$ cat src/oes_pkg.sv
// Package for the open element stack: field widths, opcodes, FSM states
// and the structs passed between the core and its stack cells.
// No dependencies.
package oes_pkg;

	// Fixed field widths of the command and response channels.
	localparam int OPCODE_W  = 4;
	localparam int ELEM_W    = 16;
	localparam int TAG_W     = 8;
	localparam int IDX_W     = 6;
	localparam int POS_OUT_W = 6;
	localparam int DEPTH_W   = 7;

	// Default stack size and the number of cells between chain registers.
	localparam int NUM_ENTRIES_DEF = 64;
	localparam int SEG_CELLS       = 32;

	// Operation codes carried in the opcode field.
	typedef enum logic [OPCODE_W-1:0] {
		OP_PUSH           = 4'd0,
		OP_POP            = 4'd1,
		OP_PEEK           = 4'd2,
		OP_READ           = 4'd3,
		OP_CONTAINS       = 4'd4,
		OP_FIND           = 4'd5,
		OP_POP_TO_ELEMENT = 4'd6,
		OP_POP_TO_TAG     = 4'd7,
		OP_CLEAR          = 4'd8
	} op_e_t;

	// Core control states.
	typedef enum logic {
		ST_IDLE,
		ST_SCAN
	} state_t;

	// Search request broadcast to every cell.
	typedef struct packed {
		logic              match_tag;
		logic              match_handle;
		logic              match_top;
		logic              match_index;
		logic [ELEM_W-1:0] handle;
		logic [TAG_W-1:0]  tag;
		logic [IDX_W-1:0]  index;
	} query_t;

	// Search result handed from cell to cell, top of stack toward bottom.
	typedef struct packed {
		logic              found;
		logic [ELEM_W-1:0] handle;
	} link_t;

endpackage

$ cat src/oes_channels.sv
// Valid/ready channel interfaces for the open element stack.
// Depends on oes_pkg for field widths.
interface oes_cmd_if import oes_pkg::*; ();
	logic                valid;
	logic                ready;
	logic [OPCODE_W-1:0] opcode;
	logic [ELEM_W-1:0]   element_id;
	logic [TAG_W-1:0]    tag_id;
	logic [IDX_W-1:0]    index;

	modport source (output valid, opcode, element_id, tag_id, index, input ready);
	modport sink   (input valid, opcode, element_id, tag_id, index, output ready);
endinterface

interface oes_rsp_if import oes_pkg::*; ();
	logic                 valid;
	logic                 ready;
	logic                 ok;
	logic [ELEM_W-1:0]    element_out;
	logic [POS_OUT_W-1:0] position_out;
	logic [DEPTH_W-1:0]   depth_out;
	logic                 overflow;

	modport source (output valid, ok, element_out, position_out, depth_out, overflow,
		input ready);
	modport sink   (input valid, ok, element_out, position_out, depth_out, overflow,
		output ready);
endinterface

$ cat src/oes_cell.sv
// One stack cell: holds the entry at a fixed position, compares it against
// the broadcast query and passes the top-most hit down the chain.
// Depends on oes_pkg.
module oes_cell import oes_pkg::*; #(
	parameter int POSITION = 0,
	parameter int POS_W    = 6,
	parameter int CNT_W    = 7,
	parameter bit REG_OUT  = 1'b0
) (
	input  logic              clk,
	input  logic              arst_n,
	input  query_t            query,
	input  logic [CNT_W-1:0]  count,
	input  logic              wr_en,
	input  link_t             link_in,
	input  logic [POS_W-1:0]  pos_in,
	output link_t             link_out,
	output logic [POS_W-1:0]  pos_out
);

	logic [ELEM_W-1:0] handle_q;
	logic [TAG_W-1:0]  tag_q;
	logic              in_use;
	logic              is_top;
	logic              is_index;
	logic              hit;
	link_t             link_nxt;
	logic [POS_W-1:0]  pos_nxt;

	// Entry storage, written by a push that lands on this position.
	always_ff @(posedge clk) begin
		if (wr_en && count == CNT_W'(POSITION)) begin
			handle_q <= query.handle;
			tag_q    <= query.tag;
		end
	end

	// Per-cell compare against the query.
	always_comb begin
		in_use   = CNT_W'(POSITION) < count;
		is_top   = CNT_W'(POSITION + 1) == count;
		is_index = {{POS_W{1'b0}}, query.index} == (POS_W + IDX_W)'(POSITION);
		hit      = in_use && ((query.match_tag && tag_q == query.tag)
			|| (query.match_handle && handle_q == query.handle)
			|| (query.match_top && is_top)
			|| (query.match_index && is_index));
	end

	// A hit from above wins; otherwise this cell offers its own entry.
	always_comb begin
		if (link_in.found) begin
			link_nxt = link_in;
			pos_nxt  = pos_in;
		end else begin
			link_nxt.found  = hit;
			link_nxt.handle = handle_q;
			pos_nxt         = POS_W'(POSITION);
		end
	end

	// Cells at a segment boundary register what they hand on.
	if (REG_OUT) begin : g_reg
		logic              found_q;
		logic [ELEM_W-1:0] link_handle_q;
		logic [POS_W-1:0]  pos_q;

		always_ff @(posedge clk or negedge arst_n) begin
			if (!arst_n) begin
				found_q <= 1'b0;
			end else begin
				found_q <= link_nxt.found;
			end
		end

		always_ff @(posedge clk) begin
			link_handle_q <= link_nxt.handle;
			pos_q         <= pos_nxt;
		end

		assign link_out = '{found: found_q, handle: link_handle_q};
		assign pos_out  = pos_q;
	end else begin : g_comb
		assign link_out = link_nxt;
		assign pos_out  = pos_nxt;
	end

endmodule

$ cat src/open_element_stack_with_tag_search_core.sv
// Top level of the open element stack with tag search: command decode,
// control FSM, the chain of stack cells and the response register.
// Depends on oes_pkg, oes_channels and oes_cell.
//
//  channel | dir | payload                                              | handshake
//  --------+-----+------------------------------------------------------+------------
//  cmd     | in  | opcode, element_id, tag_id, index                    | valid/ready
//  rsp     | out | ok, element_out, position_out, depth_out, overflow   | valid/ready
//
// Every command is captured on acceptance, scanned while the search result
// ripples from the top cell down, with one chain register for every 32 cells,
// and then committed to the response register.
// One command is in flight at a time; cmd.ready is high whenever the FSM idles.
// A response waiting on rsp.ready holds the finished command in the scan state.
// Reset clears the depth, the FSM and the response valid; entries need no reset.
module open_element_stack_with_tag_search_core import oes_pkg::*; #(
	parameter int NUM_ENTRIES = NUM_ENTRIES_DEF
) (
	input  logic      clk,
	input  logic      arst_n,
	oes_cmd_if.sink   cmd,
	oes_rsp_if.source rsp
);

	localparam int POS_W = $clog2(NUM_ENTRIES);
	localparam int CNT_W = $clog2(NUM_ENTRIES + 1);
	localparam int NREG  = (NUM_ENTRIES - 1) / SEG_CELLS;
	localparam int SCW   = $clog2(NREG + 2);

	state_t              state_q;
	state_t              state_nxt;
	logic [SCW-1:0]      scan_cnt_q;
	logic [CNT_W-1:0]    count_q;
	logic [CNT_W-1:0]    count_nxt;
	op_e_t               op_q;
	logic [ELEM_W-1:0]   elem_q;
	logic [TAG_W-1:0]    tag_q;
	logic [IDX_W-1:0]    idx_q;
	logic                accept;
	logic                scan_done;
	logic                commit;
	logic                push_we;
	query_t              query;
	link_t               link_out [NUM_ENTRIES];
	logic [POS_W-1:0]    pos_out  [NUM_ENTRIES];
	logic                ok_nxt;
	logic [ELEM_W-1:0]   eout_nxt;
	logic [POS_W-1:0]    pos_nxt;
	logic                ovf_nxt;
	logic                rsp_valid_q;
	logic                ok_q;
	logic [ELEM_W-1:0]   eout_q;
	logic [POS_W-1:0]    pos_q;
	logic                ovf_q;

	// Next state.
	always_comb begin
		state_nxt = state_q;
		case (state_q)
			ST_IDLE: begin
				if (cmd.valid) state_nxt = ST_SCAN;
			end
			ST_SCAN: begin
				if (commit) state_nxt = ST_IDLE;
			end
			default: state_nxt = ST_IDLE;
		endcase
	end

	// FSM outputs.
	always_comb begin
		cmd.ready = 1'b0;
		commit    = 1'b0;
		case (state_q)
			ST_IDLE: cmd.ready = 1'b1;
			ST_SCAN: commit = scan_done && (!rsp_valid_q || rsp.ready);
			default: begin
				cmd.ready = 1'b0;
				commit    = 1'b0;
			end
		endcase
	end

	assign accept    = cmd.valid && cmd.ready;
	assign scan_done = scan_cnt_q == SCW'(NREG);

	// State, scan counter and stack depth.
	always_ff @(posedge clk or negedge arst_n) begin
		if (!arst_n) begin
			state_q    <= ST_IDLE;
			scan_cnt_q <= '0;
			count_q    <= '0;
		end else begin
			state_q <= state_nxt;
			if (accept) begin
				scan_cnt_q <= '0;
			end else if (state_q == ST_SCAN && !scan_done) begin
				scan_cnt_q <= scan_cnt_q + SCW'(1);
			end
			if (commit) count_q <= count_nxt;
		end
	end

	// Command capture; held for the whole scan.
	always_ff @(posedge clk) begin
		if (accept) begin
			op_q   <= op_e_t'(cmd.opcode);
			elem_q <= cmd.element_id;
			tag_q  <= cmd.tag_id;
			idx_q  <= cmd.index;
		end
	end

	// Query broadcast to the cells; null keys never search.
	always_comb begin
		query.match_tag    = (op_q inside {OP_CONTAINS, OP_FIND, OP_POP_TO_TAG})
			&& tag_q != '0;
		query.match_handle = op_q == OP_POP_TO_ELEMENT && elem_q != '0;
		query.match_top    = op_q inside {OP_POP, OP_PEEK};
		query.match_index  = op_q == OP_READ;
		query.handle       = elem_q;
		query.tag          = tag_q;
		query.index        = idx_q;
	end

	assign push_we = commit && op_q == OP_PUSH && elem_q != '0
		&& count_q != CNT_W'(NUM_ENTRIES);

	// Chain of cells, top position feeding downward.
	for (genvar i = 0; i < NUM_ENTRIES; i++) begin : g_cell
		link_t            link_in;
		logic [POS_W-1:0] pos_in;

		if (i == NUM_ENTRIES - 1) begin : g_head
			assign link_in = '0;
			assign pos_in  = '0;
		end else begin : g_link
			assign link_in = link_out[i+1];
			assign pos_in  = pos_out[i+1];
		end

		oes_cell #(
			.POSITION (i),
			.POS_W    (POS_W),
			.CNT_W    (CNT_W),
			.REG_OUT  ((i % SEG_CELLS) == 0 && i != 0)
		) u_cell (
			.clk      (clk),
			.arst_n   (arst_n),
			.query    (query),
			.count    (count_q),
			.wr_en    (push_we),
			.link_in  (link_in),
			.pos_in   (pos_in),
			.link_out (link_out[i]),
			.pos_out  (pos_out[i])
		);
	end

	// Result and new depth from the bottom of the chain.
	always_comb begin
		ok_nxt    = 1'b0;
		eout_nxt  = '0;
		pos_nxt   = '0;
		ovf_nxt   = 1'b0;
		count_nxt = count_q;
		case (op_q)
			OP_PUSH: begin
				ok_nxt = push_we;
				if (elem_q != '0 && count_q == CNT_W'(NUM_ENTRIES)) ovf_nxt = 1'b1;
				if (push_we) count_nxt = count_q + CNT_W'(1);
			end
			OP_POP: begin
				if (link_out[0].found) begin
					ok_nxt    = 1'b1;
					eout_nxt  = link_out[0].handle;
					count_nxt = count_q - CNT_W'(1);
				end
			end
			OP_PEEK, OP_READ: begin
				if (link_out[0].found) begin
					ok_nxt   = 1'b1;
					eout_nxt = link_out[0].handle;
				end
			end
			OP_CONTAINS: ok_nxt = link_out[0].found;
			OP_FIND: begin
				if (link_out[0].found) begin
					ok_nxt  = 1'b1;
					pos_nxt = pos_out[0];
				end
			end
			OP_POP_TO_ELEMENT, OP_POP_TO_TAG: begin
				if (query.match_handle || query.match_tag) begin
					if (link_out[0].found) begin
						ok_nxt    = 1'b1;
						eout_nxt  = link_out[0].handle;
						count_nxt = CNT_W'(pos_out[0]);
					end else begin
						count_nxt = '0;
					end
				end
			end
			OP_CLEAR: begin
				ok_nxt    = 1'b1;
				count_nxt = '0;
			end
			default: ok_nxt = 1'b0;
		endcase
	end

	// Response register.
	always_ff @(posedge clk or negedge arst_n) begin
		if (!arst_n) begin
			rsp_valid_q <= 1'b0;
		end else if (commit) begin
			rsp_valid_q <= 1'b1;
		end else if (rsp.ready) begin
			rsp_valid_q <= 1'b0;
		end
	end

	always_ff @(posedge clk) begin
		if (commit) begin
			ok_q   <= ok_nxt;
			eout_q <= eout_nxt;
			pos_q  <= pos_nxt;
			ovf_q  <= ovf_nxt;
		end
	end

	assign rsp.valid        = rsp_valid_q;
	assign rsp.ok           = ok_q;
	assign rsp.element_out  = eout_q;
	assign rsp.position_out = POS_OUT_W'(pos_q);
	assign rsp.depth_out    = DEPTH_W'(count_q);
	assign rsp.overflow     = ovf_q;

endmodule

$ cat src/flat_wrapper.sv
// flat-port wrapper written by rule: the top's interface ports become plain ports
module open_element_stack_with_tag_search_core_flat import oes_pkg::*;
#(
	parameter int NUM_ENTRIES = NUM_ENTRIES_DEF
)
  (clk, arst_n, cmd_valid, cmd_opcode, cmd_element_id, cmd_tag_id, cmd_index, cmd_ready, rsp_valid, rsp_ok, rsp_element_out, rsp_position_out, rsp_depth_out, rsp_overflow, rsp_ready);
  oes_cmd_if cmd_i ();
  oes_rsp_if rsp_i ();
  input  logic clk;
  input  logic arst_n;
  input wire logic [$bits(cmd_i.valid)-1:0] cmd_valid;
  input wire logic [$bits(cmd_i.opcode)-1:0] cmd_opcode;
  input wire logic [$bits(cmd_i.element_id)-1:0] cmd_element_id;
  input wire logic [$bits(cmd_i.tag_id)-1:0] cmd_tag_id;
  input wire logic [$bits(cmd_i.index)-1:0] cmd_index;
  output wire logic [$bits(cmd_i.ready)-1:0] cmd_ready;
  output wire logic [$bits(rsp_i.valid)-1:0] rsp_valid;
  output wire logic [$bits(rsp_i.ok)-1:0] rsp_ok;
  output wire logic [$bits(rsp_i.element_out)-1:0] rsp_element_out;
  output wire logic [$bits(rsp_i.position_out)-1:0] rsp_position_out;
  output wire logic [$bits(rsp_i.depth_out)-1:0] rsp_depth_out;
  output wire logic [$bits(rsp_i.overflow)-1:0] rsp_overflow;
  input wire logic [$bits(rsp_i.ready)-1:0] rsp_ready;
  assign cmd_i.valid = cmd_valid;
  assign cmd_i.opcode = cmd_opcode;
  assign cmd_i.element_id = cmd_element_id;
  assign cmd_i.tag_id = cmd_tag_id;
  assign cmd_i.index = cmd_index;
  assign cmd_ready = cmd_i.ready;
  assign rsp_valid = rsp_i.valid;
  assign rsp_ok = rsp_i.ok;
  assign rsp_element_out = rsp_i.element_out;
  assign rsp_position_out = rsp_i.position_out;
  assign rsp_depth_out = rsp_i.depth_out;
  assign rsp_overflow = rsp_i.overflow;
  assign rsp_i.ready = rsp_ready;
  open_element_stack_with_tag_search_core #(.NUM_ENTRIES(NUM_ENTRIES)) u_core (.clk(clk), .arst_n(arst_n), .cmd(cmd_i), .rsp(rsp_i));
endmodule
$ cat config.mk
export PLATFORM = sky130hd
export DESIGN_NAME = open_element_stack_with_tag_search_core_flat
export DESIGN_NICKNAME = d
export VERILOG_FILES = /design/src/oes_pkg.sv /design/src/oes_channels.sv /design/src/oes_cell.sv /design/src/open_element_stack_with_tag_search_core.sv /design/src/flat_wrapper.sv
export SDC_FILE = /design/constraint.sdc
export NUM_CORES = 2
export LEC_CHECK = 0
export BUFFER_PORTS_ARGS = -buffer_cell sky130_fd_sc_hd__buf_2
export CAP_MARGIN = 10
export CORE_ASPECT_RATIO = 1.25
export CORE_MARGIN = 3
export CORE_UTILIZATION = 30
export DETAILED_ROUTE_END_ITERATION = 6
export PLACE_DENSITY = 0.41
export REMOVE_ABC_BUFFERS = 1
export SLEW_MARGIN = 30
export SYNTH_ARGS = -nofsm -noshare
export SYNTH_HDL_FRONTEND = slang
export SYNTH_SLANG_ARGS = --single-unit
export TNS_END_PERCENT = 100
$ cat constraint.sdc
create_clock -name clk -period 13.3 [get_ports clk]
set_input_delay 1.33 -clock clk [delete_from_list [all_inputs] [get_ports clk]]
set_output_delay 1.33 -clock clk [all_outputs]
set_load 0.1 [all_outputs]
==> run metrics <==
GPL Wtd Cong=approximately 0.95; Pleak=roughly 0.029 uW; Worst Tran Pin Value=around 1.1 ns; die height=586 um; CP Data Required Time=13.92 ns; DRC viols=0; die width=470 um; #FFs+latches synth=roughly 1600; P&R area growth vs syn=14.1%; Final Hold Violating Endpoints=0; Hold Crit Class=in2async; reg2reg end=u_core.rsp.element_out[8]$_DFFE_PP_; Yosys top cell by area=edfxtp_1; final setup vio count=0; CP Launch Type=flip-flop; post-CTS resize count=0; initial antenna violation count=13; YS warnings=0; Worst setup EP type=flip-flop; Final period util=0.537; DR WL met3=approximately 16 mm; Crit Path Max Fanout=38; Final HPWL DP=~230 mm; global-route wire length before repair=around 450 mm; CTS tree=built; Final Skew=about 0.048 ns; WL met2=approximately 160 mm; ranking of synthesized cells by area=edfxtp_1, xnor2_1, xor2_1, nand4_1, nor4_1; vias in the first global route=54800; Tot GR Track Use=0.232; Power per Cell Area=around 150 mW/mm^2; critical path data arrival time=about 7.8 ns; status=finished, final reports clean; Clock H-tree levels=4; worst rel slew slack=0.269; total power draw=about 13000 uW; Site Rows=roughly 210; final setup TNS=0 ns; clock buffer depth=4; final net count=around 6400; Worst-path clk slew=~0.060 ns; layout cells sized above 1=0.124; I/O pin count=between 70 and 80; Syn Inst Count=about 6200; DRT iter0 DRCs=5464; IO Port Bufs=70; wire per inst=32.8 um; Starting Density=0.302; largest net degree at the start of global routing=97; Tmin final=around 7.1 ns; post-CTS setup buffer count=0; Post-synth EDFFs=~1600; VDD IR max=114 uV; Vias=54800; DRT Pass-1 Iters=6; Max Clock Freq=~0.14 GHz; Max Slew Vio Count=0; total of max-cap violations=0; Num CTS Buffers=between 150 and 200; Worst R2R Start=u_core.elem_q[3]$_DFFE_PP_; Crit Path Class=reg2reg; Cell Area, Synth=between 0.08 and 0.09 mm^2; CTS sink cnt=approximately 1600; Worst-Skew Late Latency=between 0.8 and 0.9 ns; Vias per Instance=~5.4; Core Area=approximately 0.27 mm^2; Synth async-reset ratio=0.00738; met1 WL=between 100 and 150 mm; top cell type's share of synthesized area=0.592; average size of a mapped cell=about 13 um^2; final WL=approximately 330 mm; Remaining Overflow, GRT=0; Final ANT Viol Nets=0; sequential share of the synthesized area=0.601; Cell variety after synth=95; CTS hold repair buffers=0; Min Hold Slack=about 0.43 ns; crit path launch=u_core.elem_q[3]$_DFFE_PP_; R2R depth=14; DR top layer=met5; r2r setup slk=roughly 6.2 ns; RSZ-0062 raised after global routing=false; full die area=roughly 0.28 mm^2; top_reg_cell synth=edfxtp_1; Root Buffer=clkbuf_16
==> synth_stat cells (all sizes together), types with 11 or more instances <==
master      n
o31ai      15
a221oi     40
o211a      16
a311o      15
o21ai     180
nand3     118
xor2      663
or2        25
inv        44
nor3b      11
nand4     284
a221o      11
a22o       19
a22oi      33
a31oi      42
xnor2     879
o211ai     35
nor2b      29
dfrtp      12
or3        35
nand2     297
dfxtp      21
o221ai     38
clkbuf    145
nor4      240
a21oi     121
and2       24
nand3b     15
a32oi      19
buf       216
nor3      111
and3       27
a2bb2oi    14
a211o      15
o22a       16
o21a       15
nor2      252
edfxtp   1594
o22ai     115
a211oi     59
mux2       57
nand2b     30
a21o       18
mux2i     117
==> layer usage <==
layer | up-vias | track usage
li1 | 23800 | -
met1 | 28300 | 0.290
met2 | 2119 | 0.402
met3 | 595 | 0.0278
met4 | 4 | 0.106
met5 | - | 0
==> sequential cells by signal, summed over array words and instances, names as in the netlist <==
name	count
u_core.rsp.position_out	6
u_core.g_cell.u_cell.g_reg.found_q	1
u_core.g_cell.u_cell.handle_q	1024
u_core.op_q	4
u_core.scan_cnt_q	2
u_core.idx_q	6
u_core.g_cell.u_cell.tag_q	512
u_core.g_cell.u_cell.g_reg.link_handle_q	16
u_core.g_cell.u_cell.pos_out	5
u_core.rsp.overflow	1
u_core.rsp.valid	1
u_core.state_q	1
u_core.rsp.element_out	16
u_core.rsp.ok	1
u_core.rsp.depth_out	7
u_core.tag_q	8
u_core.elem_q	16
==> power by group <==
group | total (uW) | internal [uW] | switching, uW
clock | 5060 | 2880 | 2180
sequential | 5880 | 5810 | 73.3
combinational | 2510 | 626 | 1880
==> stage by stage <==
stage                      util  instances  instance area (um^2)  setup slack [ns]
after CTS                 0.345      10100                 92200              6.19
after floorplan               -       5877                 79000              4.86
after global routing      0.345      10100                 92200              5.88
final                     0.345      10100                 92200              6.15
after detailed placement  0.323       9725                 86400              6.21
after global placement    0.322       9720                 86200              6.32
==> logic make-up (layout without fill, tap and decap cells) <==
kind of cell / count (synthesis) / count (layout) / share of synthesized area
other cells: 0 / 3 / 0
fa+ha+maj: 7 / 7 / 0.00108
flops: 1627 / 1627 / 0.601
simple gates: 1549 / 1549 / 0.102
mux: 174 / 174 / 0.0224
buf+inv: 407 / 697 / 0.0251
compound gates: 932 / 932 / 0.0808
xor+xnor: 1542 / 1542 / 0.167
==> critical path, cell delays in order (launching register included) <==
cell	delay (ns)
edfxtp_1	0.41
buf_4	0.53
buf_4	0.60
buf_4	0.62
xnor2_1	0.15
nand4_1	0.13
nor4_1	0.07
a211o_1	0.30
nand2_1	0.60
nand4_1	0.70
or4b_2	0.89
nor2_2	0.67
and2_0	0.65
nand3_1	0.17
o211a_1	0.26
==> layout make-up <==
class / count / area (um^2)
inverter: 46 / 173
sequential: 1627 / 48600
timing repair buffer: 317 / 2450
fill: 26400 / 175000
tap: 3531 / 4420
clock buffer: 239 / 5020
multi-input combinational: 4204 / 30800
antenna: 3 / 7.51
clock inverter: 95 / 781
==> worst max-delay path by stage <==
stage                                                                   end  depth (start not counted)  slack [ns]
floorplan           u_core.g_cell[32].u_cell.g_reg.link_handle_q[2]$_DFF_P_                         10        4.86
global placement                        u_core.rsp.element_out[8]$_DFFE_PP_                         13        6.32
CTS                                     u_core.rsp.element_out[8]$_DFFE_PP_                         13        6.19
detailed placement                      u_core.rsp.element_out[8]$_DFFE_PP_                         13        6.21
global route                            u_core.rsp.element_out[2]$_DFFE_PP_                         14        5.88
finish                                  u_core.rsp.element_out[8]$_DFFE_PP_                         14        6.15
==> placed cells by master (no fill, tap or decap), types with 71 or more instances in the layout <==
master	netlist	routed
o22ai_1	115	115
nand3_1	117	116
nor2_1	250	192
mux2i_1	117	117
nand4_1	284	284
xor2_1	663	663
nor4_1	238	220
a21oi_1	121	117
xnor2_1	878	878
buf_2	112	71
o21ai_0	172	168
nor3_1	111	97
clkbuf_16	0	193
nand2_1	297	296
edfxtp_1	1594	1594
buf_4	83	228
Power figures use the tool's default switching activity.
